===== src/hw/rtl/cse_pkg.sv =====
// ----------------------------------------------------------------------------
// cse_pkg
// Shared types and constants for the counting sort engine.
// ----------------------------------------------------------------------------
package cse_pkg;

    localparam int KEY_BITS_DEF = 8;   // default key width used for the histogram
    localparam int CAPACITY_DEF = 64;  // default keys kept per set
    localparam int IN_KEY_W     = 8;   // key field on the input stream
    localparam int OUT_KEY_W    = 8;   // key field on the output stream
    localparam int QUEUE_DEPTH  = 4;   // front-to-back queue, power of two

    // per-request control travelling through the queue
    typedef struct packed {
        logic inc;   // key is counted
        logic last;  // final key of the set
        logic drop;  // some key of the set was dropped so far
    } t_q_flags;

    localparam int FLAGS_W = $bits(t_q_flags);

endpackage


===== src/hw/rtl/cse_front.sv =====
// ----------------------------------------------------------------------------
// cse_front
// Accepts keys, checks them against set capacity and tags each request.
// ----------------------------------------------------------------------------
module cse_front #(
    parameter int KEY_BITS = cse_pkg::KEY_BITS_DEF,
    parameter int CAPACITY = cse_pkg::CAPACITY_DEF
) (
    input  logic                          i_clk,
    input  logic                          i_rst_n,
    input  logic                          i_s_tvalid,
    output logic                          o_s_tready,
    input  logic [cse_pkg::IN_KEY_W-1:0]  i_s_tdata,   // [7:0] key
    input  logic                          i_s_tlast,   // last_key
    input  logic                          i_init_done,
    input  logic                          i_q_full,
    output logic                          o_q_push,
    output logic [KEY_BITS-1:0]           o_q_key,
    output logic [$clog2(CAPACITY+1)-1:0] o_q_total,
    output cse_pkg::t_q_flags             o_q_flags
);
    import cse_pkg::*;

    localparam int CW = $clog2(CAPACITY + 1);

    logic [CW-1:0] r_count;
    logic          r_drop;
    logic          counted;
    logic [CW-1:0] cnt_inc;

    assign o_s_tready = i_init_done && !i_q_full;
    assign o_q_push   = i_s_tvalid && o_s_tready;

    assign counted = r_count < CW'(CAPACITY);
    assign cnt_inc = r_count + CW'(1);

    assign o_q_key        = KEY_BITS'(i_s_tdata);
    assign o_q_total      = counted ? cnt_inc : r_count;
    assign o_q_flags.inc  = counted;
    assign o_q_flags.last = i_s_tlast;
    assign o_q_flags.drop = r_drop || !counted;

    always_ff @(posedge i_clk) begin
        if (!i_rst_n) begin
            r_count <= '0;
            r_drop  <= 1'b0;
        end else if (o_q_push) begin
            if (i_s_tlast) begin
                r_count <= '0;
                r_drop  <= 1'b0;
            end else begin
                r_count <= o_q_total;
                r_drop  <= o_q_flags.drop;
            end
        end
    end

endmodule


===== src/hw/rtl/cse_queue.sv =====
// ----------------------------------------------------------------------------
// cse_queue
// Short register FIFO between the front and the histogram back end.
// ----------------------------------------------------------------------------
module cse_queue #(
    parameter int W     = 8,
    parameter int DEPTH = cse_pkg::QUEUE_DEPTH
) (
    input  logic         i_clk,
    input  logic         i_rst_n,
    input  logic         i_push,
    input  logic [W-1:0] i_data,
    output logic         o_full,
    input  logic         i_pop,
    output logic         o_vld,
    output logic [W-1:0] o_data
);
    import cse_pkg::*;

    localparam int AW = $clog2(DEPTH);

    logic [W-1:0]  r_mem [DEPTH];
    logic [AW-1:0] r_wr;
    logic [AW-1:0] r_rd;
    logic [AW:0]   r_cnt;

    assign o_full = r_cnt == (AW+1)'(DEPTH);
    assign o_vld  = r_cnt != '0;
    assign o_data = r_mem[r_rd];

    always_ff @(posedge i_clk) begin
        if (i_push) begin
            r_mem[r_wr] <= i_data;
        end
    end

    always_ff @(posedge i_clk) begin
        if (!i_rst_n) begin
            r_wr  <= '0;
            r_rd  <= '0;
            r_cnt <= '0;
        end else begin
            if (i_push) begin
                r_wr <= r_wr + AW'(1);
            end
            if (i_pop) begin
                r_rd <= r_rd + AW'(1);
            end
            case ({i_push, i_pop})
                2'b10:   r_cnt <= r_cnt + (AW+1)'(1);
                2'b01:   r_cnt <= r_cnt - (AW+1)'(1);
                default: r_cnt <= r_cnt;
            endcase
        end
    end

endmodule


===== src/hw/rtl/cse_back.sv =====
// ----------------------------------------------------------------------------
// cse_back
// Histogram RAM: clearing pass, count updates, ascending drain walk.
// ----------------------------------------------------------------------------
module cse_back #(
    parameter int KEY_BITS = cse_pkg::KEY_BITS_DEF,
    parameter int CAPACITY = cse_pkg::CAPACITY_DEF,
    parameter int QW       = cse_pkg::FLAGS_W + KEY_BITS + $clog2(CAPACITY+1)
) (
    input  logic                          i_clk,
    input  logic                          i_rst_n,
    input  logic                          i_q_vld,
    input  logic [QW-1:0]                 i_q_data,
    output logic                          o_q_pop,
    output logic                          o_init_done,
    output logic                          o_m_tvalid,
    input  logic                          i_m_tready,
    output logic [cse_pkg::OUT_KEY_W-1:0] o_m_tdata,   // [7:0] sorted_key
    output logic                          o_m_tlast,   // last_out
    output logic                          o_m_tuser    // overflow
);
    import cse_pkg::*;

    localparam int CW    = $clog2(CAPACITY + 1);
    localparam int DEPTH = 1 << KEY_BITS;

    typedef enum logic [2:0] {
        S_CLR,
        S_LOAD,
        S_RD,
        S_CHK,
        S_EMIT
    } t_state;

    logic [CW-1:0]       r_hist [DEPTH];
    logic [CW-1:0]       r_rd_data;

    t_state              r_state;
    logic [KEY_BITS-1:0] r_k;
    logic                r_s1_vld;
    logic [KEY_BITS-1:0] r_s1_key;
    logic [CW-1:0]       r_s1_total;
    t_q_flags            r_s1_flags;
    logic                r_fw_vld;
    logic [KEY_BITS-1:0] r_fw_key;
    logic [CW-1:0]       r_fw_val;
    logic [CW-1:0]       r_cnt;
    logic [CW-1:0]       r_emitted;
    logic [CW-1:0]       r_total;
    logic                r_ovf;
    logic                r_out_vld;
    logic [OUT_KEY_W-1:0] r_out_key;
    logic                r_out_last;
    logic                r_out_ovf;

    t_q_flags            q_flags;
    logic [KEY_BITS-1:0] q_key;
    logic [CW-1:0]       q_total;
    logic [CW-1:0]       base;
    logic [CW-1:0]       upd;
    logic                out_free;
    logic [CW-1:0]       emitted_nx;
    logic                fin;
    logic [KEY_BITS-1:0] rd_addr;
    logic                wr_en;
    logic [KEY_BITS-1:0] wr_addr;
    logic [CW-1:0]       wr_data;

    assign q_flags = t_q_flags'(i_q_data[FLAGS_W-1:0]);
    assign q_key   = i_q_data[FLAGS_W +: KEY_BITS];
    assign q_total = i_q_data[FLAGS_W+KEY_BITS +: CW];

    // hold popping once the last key of a set sits in the update stage
    assign o_q_pop = (r_state == S_LOAD) && i_q_vld && !(r_s1_vld && r_s1_flags.last);

    // same key written on the previous edge: RAM read is stale
    assign base = (r_fw_vld && (r_fw_key == r_s1_key)) ? r_fw_val : r_rd_data;
    assign upd  = base + CW'(1);

    assign out_free   = !r_out_vld || i_m_tready;
    assign emitted_nx = r_emitted + CW'(1);
    assign fin        = emitted_nx == r_total;

    always_comb begin
        case (r_state)
            S_LOAD:  rd_addr = q_key;
            S_RD:    rd_addr = r_k;
            default: rd_addr = r_k + KEY_BITS'(1);
        endcase
    end

    always_comb begin
        wr_en   = 1'b0;
        wr_addr = r_k;
        wr_data = '0;
        case (r_state)
            S_CLR: begin
                wr_en = 1'b1;
            end
            S_LOAD: begin
                wr_en   = r_s1_vld && r_s1_flags.inc;
                wr_addr = r_s1_key;
                wr_data = upd;
            end
            S_CHK: begin
                // clear on read during the walk
                wr_en = 1'b1;
            end
            default: begin
                wr_en = 1'b0;
            end
        endcase
    end

    always_ff @(posedge i_clk) begin
        if (wr_en) begin
            r_hist[wr_addr] <= wr_data;
        end
        r_rd_data <= r_hist[rd_addr];
    end

    always_ff @(posedge i_clk) begin
        r_fw_key <= wr_addr;
        r_fw_val <= wr_data;
        if (o_q_pop) begin
            r_s1_key   <= q_key;
            r_s1_total <= q_total;
            r_s1_flags <= q_flags;
        end
    end

    always_ff @(posedge i_clk) begin
        if (!i_rst_n) begin
            r_state   <= S_CLR;
            r_k       <= '0;
            r_s1_vld  <= 1'b0;
            r_fw_vld  <= 1'b0;
            r_emitted <= '0;
            r_out_vld <= 1'b0;
        end else begin
            r_s1_vld <= o_q_pop;
            r_fw_vld <= wr_en;
            if ((r_state == S_EMIT) && out_free) begin
                r_out_vld <= 1'b1;
            end else if (i_m_tready) begin
                r_out_vld <= 1'b0;
            end
            case (r_state)
                S_CLR: begin
                    r_k <= r_k + KEY_BITS'(1);
                    if (r_k == '1) begin
                        r_state <= S_LOAD;
                    end
                end
                S_LOAD: begin
                    if (r_s1_vld && r_s1_flags.last) begin
                        r_state   <= S_RD;
                        r_k       <= '0;
                        r_total   <= r_s1_total;
                        r_ovf     <= r_s1_flags.drop;
                        r_emitted <= '0;
                    end
                end
                S_RD: begin
                    r_state <= S_CHK;
                end
                S_CHK: begin
                    if (r_rd_data == '0) begin
                        r_k <= r_k + KEY_BITS'(1);
                    end else begin
                        r_cnt   <= r_rd_data;
                        r_state <= S_EMIT;
                    end
                end
                S_EMIT: begin
                    if (out_free) begin
                        r_out_key  <= OUT_KEY_W'(r_k);
                        r_out_last <= fin;
                        r_out_ovf  <= r_ovf;
                        r_cnt      <= r_cnt - CW'(1);
                        r_emitted  <= emitted_nx;
                        if (fin) begin
                            r_state <= S_LOAD;
                        end else if (r_cnt == CW'(1)) begin
                            r_k     <= r_k + KEY_BITS'(1);
                            r_state <= S_CHK;
                        end
                    end
                end
                default: begin
                    r_state <= S_CLR;
                end
            endcase
        end
    end

    assign o_init_done = r_state != S_CLR;
    assign o_m_tvalid  = r_out_vld;
    assign o_m_tdata   = r_out_key;
    assign o_m_tlast   = r_out_last;
    assign o_m_tuser   = r_out_ovf;

`ifndef NO_ASSERTIONS
    a_s1_in_load: assert property (@(posedge i_clk) disable iff (!i_rst_n)
        r_s1_vld |-> (r_state == S_LOAD))
        else $error("update stage busy outside load phase");

    a_emit_count: assert property (@(posedge i_clk) disable iff (!i_rst_n)
        (r_state == S_EMIT) |-> (r_cnt != '0))
        else $error("emitting from an empty histogram entry");

    a_walk_bound: assert property (@(posedge i_clk) disable iff (!i_rst_n)
        ((r_state == S_CHK) || (r_state == S_EMIT)) |-> (r_emitted < r_total))
        else $error("drain walk ran past the set size");

    a_no_pop_clr: assert property (@(posedge i_clk) disable iff (!i_rst_n)
        (r_state == S_CLR) |-> !o_q_pop)
        else $error("queue popped during clearing pass");
`endif

endmodule


===== src/hw/rtl/counting_sort_engine_unit.sv =====
// ----------------------------------------------------------------------------
// counting_sort_engine_unit
// Counting sort of unsigned keys through a histogram RAM.
//
//   channel  dir  tdata            tlast     tuser
//   s        in   [7:0] key        last_key  -
//   m        out  [7:0] sorted_key last_out  overflow
//
// After reset a clearing pass zeroes the histogram with o_s_tready low. Keys
// then load one per cycle, while the back end is in its load phase, through
// a 4-deep queue into a read-modify-write pipeline on the histogram RAM. The
// last key of a set starts the drain walk: a read state, then a check of each
// key value in turn up to the highest key present, with an emit step per
// result. Up to 4 keys of the next set queue during the walk; a stalled
// output holds the walk.
// ----------------------------------------------------------------------------
module counting_sort_engine_unit #(
    parameter int KEY_BITS = cse_pkg::KEY_BITS_DEF,
    parameter int CAPACITY = cse_pkg::CAPACITY_DEF
) (
    input  logic                          i_clk,
    input  logic                          i_rst_n,
    input  logic                          i_s_tvalid,
    output logic                          o_s_tready,
    input  logic [cse_pkg::IN_KEY_W-1:0]  i_s_tdata,   // [7:0] key
    input  logic                          i_s_tlast,   // last_key
    output logic                          o_m_tvalid,
    input  logic                          i_m_tready,
    output logic [cse_pkg::OUT_KEY_W-1:0] o_m_tdata,   // [7:0] sorted_key
    output logic                          o_m_tlast,   // last_out
    output logic                          o_m_tuser    // overflow
);
    import cse_pkg::*;

    localparam int CW = $clog2(CAPACITY + 1);
    localparam int QW = FLAGS_W + KEY_BITS + CW;

    logic                init_done;
    logic                q_full;
    logic                q_push;
    logic [KEY_BITS-1:0] q_key;
    logic [CW-1:0]       q_total;
    t_q_flags            q_flags;
    logic                q_pop;
    logic                q_vld;
    logic [QW-1:0]       q_out;

    cse_front #(
        .KEY_BITS (KEY_BITS),
        .CAPACITY (CAPACITY)
    ) u_front (
        .i_clk       (i_clk),
        .i_rst_n     (i_rst_n),
        .i_s_tvalid  (i_s_tvalid),
        .o_s_tready  (o_s_tready),
        .i_s_tdata   (i_s_tdata),
        .i_s_tlast   (i_s_tlast),
        .i_init_done (init_done),
        .i_q_full    (q_full),
        .o_q_push    (q_push),
        .o_q_key     (q_key),
        .o_q_total   (q_total),
        .o_q_flags   (q_flags)
    );

    cse_queue #(
        .W     (QW),
        .DEPTH (QUEUE_DEPTH)
    ) u_queue (
        .i_clk   (i_clk),
        .i_rst_n (i_rst_n),
        .i_push  (q_push),
        .i_data  ({q_total, q_key, q_flags}),
        .o_full  (q_full),
        .i_pop   (q_pop),
        .o_vld   (q_vld),
        .o_data  (q_out)
    );

    cse_back #(
        .KEY_BITS (KEY_BITS),
        .CAPACITY (CAPACITY),
        .QW       (QW)
    ) u_back (
        .i_clk       (i_clk),
        .i_rst_n     (i_rst_n),
        .i_q_vld     (q_vld),
        .i_q_data    (q_out),
        .o_q_pop     (q_pop),
        .o_init_done (init_done),
        .o_m_tvalid  (o_m_tvalid),
        .i_m_tready  (i_m_tready),
        .o_m_tdata   (o_m_tdata),
        .o_m_tlast   (o_m_tlast),
        .o_m_tuser   (o_m_tuser)
    );

endmodule


===== config.mk =====
export PLATFORM = sky130hd
export DESIGN_NAME = counting_sort_engine_unit
export DESIGN_NICKNAME = d
export VERILOG_FILES = /design/src/hw/rtl/cse_pkg.sv /design/src/hw/rtl/cse_front.sv /design/src/hw/rtl/cse_queue.sv /design/src/hw/rtl/cse_back.sv /design/src/hw/rtl/counting_sort_engine_unit.sv
export SDC_FILE = /design/constraint.sdc
export NUM_CORES = 2
export LEC_CHECK = 0
export BUFFER_PORTS_ARGS = -buffer_cell sky130_fd_sc_hd__buf_2
export CAP_MARGIN = 20
export CORE_MARGIN = 4
export CORE_UTILIZATION = 45
export CTS_CLUSTER_DIAMETER = 30
export DETAILED_ROUTE_END_ITERATION = 8
export GPL_ROUTABILITY_DRIVEN = 1
export PLACE_DENSITY_LB_ADDON = 0.3
export RECOVER_POWER = 100
export SYNTH_ARGS = -nofsm -noshare
export SYNTH_HDL_FRONTEND = slang
export SYNTH_SLANG_ARGS = --single-unit

===== constraint.sdc =====
create_clock -name i_clk -period 14 [get_ports i_clk]
set_input_delay 1.4 -clock i_clk [delete_from_list [all_inputs] [get_ports i_clk]]
set_output_delay 1.4 -clock i_clk [all_outputs]
set_load 0.05 [all_outputs]

==> impl_results.md <==
* Max Clock Skew at 0.0893 ns
* Netlist cell types at 79
* Final setup viols at 0
* HP Class: reg -> reg
* Clock latency at the later pin of the worst-skew pair at 0.97 ns
* Core area at 174000 um^2
* Crit end category: register
* Normalized max-slew margin at -187%
* GRT Total Usage at 25.4%
* Total die area at 182000 um^2
* Layout Nets at approximately 6000
* Post-Syn Area at 79000 um^2
* WP data required at 14.83 ns
* Io pins at 25
* Design Area, Final at 94200 um^2
* DP Worst Slack at 7.60 ns
* Cell type with the highest aggregate area in the netlist: edfxtp_1
* VDD IR-drop max at roughly 0.32 mV
* Most used DFF post-synth: edfxtp_1
* Final Cycle Share at 68.0%
* Setup TNS at 0 ns
* Worst-path clk slew at 0.05 ns
* Run status: finished, violations left
* Kind of critical path: reg -> reg
* CTS tree: yes
* Row count at 153
* Cts bufs inserted at 398
* Post-synth top area share at between 70% and 80%
* Drt wl/cell at 27.3 um
* Vias per inst at 6.06
* Failing checks: capacitance limit, slew limit
* P_leak at 32.0 nW
* Post_cts resized at 0
* Seq/Total Area, Yosys at 74.0%
* CTS H-Tree Depth at 5
* Layout area overhead at 19.2%
* Placer Congestion at 0.949
* Initial antenna violation count at 8
* Setup ws final at about 4.5 ns
* Detail Placement HPWL at 139000 um
* Fin. Hold Viols at 0
* Synth Instances at 5820
* DR vias at 52300
* Max-Cap Viols at 23
* Pwr dens at 250 nW/um^2
* Met3 WL post-DR at 26500 um
* M1 wire length at roughly 92000 um
* Element type at the critical path start: register
* Longest Clk Path Bufs at 4
* GRT Residual Overflow at 0
* Die W at 427 um
* Die height at 427 um
* Vias in the first global route at roughly 50000
* Number of synthesized flops with an enable pin at 1907
* #FFs+latches synth at roughly 2000
* First-pass GRT wire length at between 300000 and 400000 um
* Power Total at 23.5 mW
* Post-CTS setup buffer count at 0
* Mapped Nets at between 5000 and 6000
* Starting Density at 45.4%
* Final hold slack at 0.412 ns
* Yosys Warn Count at 0
* WL final at 235000 um
* Synth top area cells: edfxtp_1 (72%), nand2_1 (6.2%), nand3_1 (2.0%)
* Layout cells sized above 1 at 12.4%
* Antenna Nets Post-Route at 0
* Post-synth ARST share at 0%
* Met2 routed WL at 105000 um
* Pre-antenna DRT Iters at 6
* Syn Area/Cell at 13.6 um^2
* Iter 0 DRT Violations at 7530
* Maximum clock rate at 105 MHz
* Root buffer cell: clkbuf_16
* CP arrival at 10.34 ns
* Final Max Tran Viols at 1029
* Worst slew pin tran at 4.31 ns
* Unrepaired setup endpoints after global routing: no
* Largest net degree at the start of global routing at around 200
* CP max FO at 75
* Min cycle time layout at about 9.5 ns
* CTS Sinks at slightly below 2000
* Post-cts hold buffer count at 0
* DR top layer: met5
* Input/output buffers at 24
* Dpl cell area at 81200 um^2
* Drt drc at 0
==> synth_stat cells, drive strengths merged, types with 23 or more instances <==
cell type / number
clkbuf: 102
a21oi: 175
xnor2: 27
mux2i: 141
nor2: 342
a22oi: 30
nand3: 312
o22ai: 83
nor3: 94
and3: 144
a31oi: 124
nand2: 1302
a311oi: 50
o21ai: 108
nor4: 44
a32oi: 70
dfxtp: 60
a211oi: 94
nand4: 27
buf: 274
edfxtp: 1907
inv: 23
==> per-layer routing <==
metal  global-route usage (%)  up-vias
met3                     6.68      670
met2                     37.9     3276
li1                         -    22400
met4                     12.4        2
met1                     34.5    25900
met5                        0        -
==> worst paths after layout <==
check,start,cells after the start,endpoint,slack (ns)
min,u_back.r_s1_total[5]$_DFFE_PP_,0,u_back.r_total[5]$_DFFE_PP_,0.41
min reg2reg,u_back.r_s1_total[5]$_DFFE_PP_,0,u_back.r_total[5]$_DFFE_PP_,0.41
max,register,13,u_back.r_rd_data[5]$_DFF_P_,4.48
max reg2reg,register,13,u_back.r_rd_data[5]$_DFF_P_,4.48
==> flip-flops by register name (all words and copies together) (netlist names), 7 cells and up, named ones only <==
| signal | flops |
|---|---|
| u_back.r_s1_key | 8 |
| u_queue.r_mem | 72 |
| u_back.r_cnt | 7 |
| u_back.r_rd_data | 7 |
| u_back.r_hist | 1792 |
| u_back.r_total | 7 |
| u_back.r_fw_val | 7 |
| u_back.r_fw_key | 8 |
| u_back.r_s1_total | 7 |
| u_back.r_k | 8 |
| u_back.o_m_tdata | 8 |
| u_back.r_emitted | 7 |
| u_front.r_count | 7 |
==> logic make-up after synthesis <==
logic type      Yosys count  share of synthesized area [%]
compound gates          888                           7.60
xor+xnor                 44                          0.488
fa+ha+maj                12                          0.200
buf+inv                 399                           2.55
flops                  1967                           74.0
mux                     162                           2.29
simple gates           2348                           12.9
==> per-stage QoR <==
stage / instances / util (%)
floorplan: 5820 / -
global placement: 7892 / 46.6
detailed placement: 7898 / 46.6
CTS: 8615 / 54.2
global route: 8617 / 54.1
finish: 8624 / 54.1
==> critical path: stages (launching register included) <==
cell	delay [ns]
dfxtp_1	0.30
clkbuf_1	1.11
mux4_2	0.45
nand2b_1	0.38
and2_4	0.75
buf_4	0.65
clkbuf_1	2.64
nand2_1	1.40
o22ai_1	0.37
o31a_1	0.18
o32ai_1	0.06
or4_1	0.54
nor3_1	0.33
nor4_1	0.11
==> report_power, final <==
part	switching (mW)	internal [mW]
clock	3.14	6.08
sequential	0.0632	6.87
combinational	5.55	1.82
==> layout make-up <==
type                       count  area, um^2
antenna                        8        20.0
sequential                  1967       58500
fill                       14000       80000
clock buffer                 438       10300
multi-input combinational   3454       18700
inverter                      23        86.3
timing repair buffer         130         872
tap                         2325        2910
clock inverter               279        2910
==> cell usage in the layout, fill, tap and decap left out, types with 12 or more instances in the layout <==
cell type,Yosys,layout
mux4_2,14,14
o21ai_0,106,106
o22ai_1,83,83
a21o_1,17,17
and2_0,0,13
inv_1,22,22
o32ai_1,12,12
and3_1,144,143
buf_4,47,56
o31ai_1,19,19
inv_6,0,43
edfxtp_1,1907,1907
nand4_1,27,27
clkbuf_16,0,402
nor2_1,336,326
nor3_1,94,93
clkinv_1,0,41
xor2_1,17,17
xnor2_1,27,27
clkinv_4,0,28
mux2i_1,141,141
clkinvlp_4,0,45
clkinv_2,0,66
bufinv_16,0,42
a21oi_1,175,175
a32oi_1,70,70
or4_1,12,12
clkbuf_1,101,84
a211oi_1,93,93
nand2_1,1299,1299
dfxtp_1,60,60
a221oi_1,19,19
a311oi_1,50,50
a22oi_1,30,30
nor4_1,44,43
nand3_1,308,308
nor2b_1,16,16
a31oi_1,124,124
(Power assumes the default switching activity.)
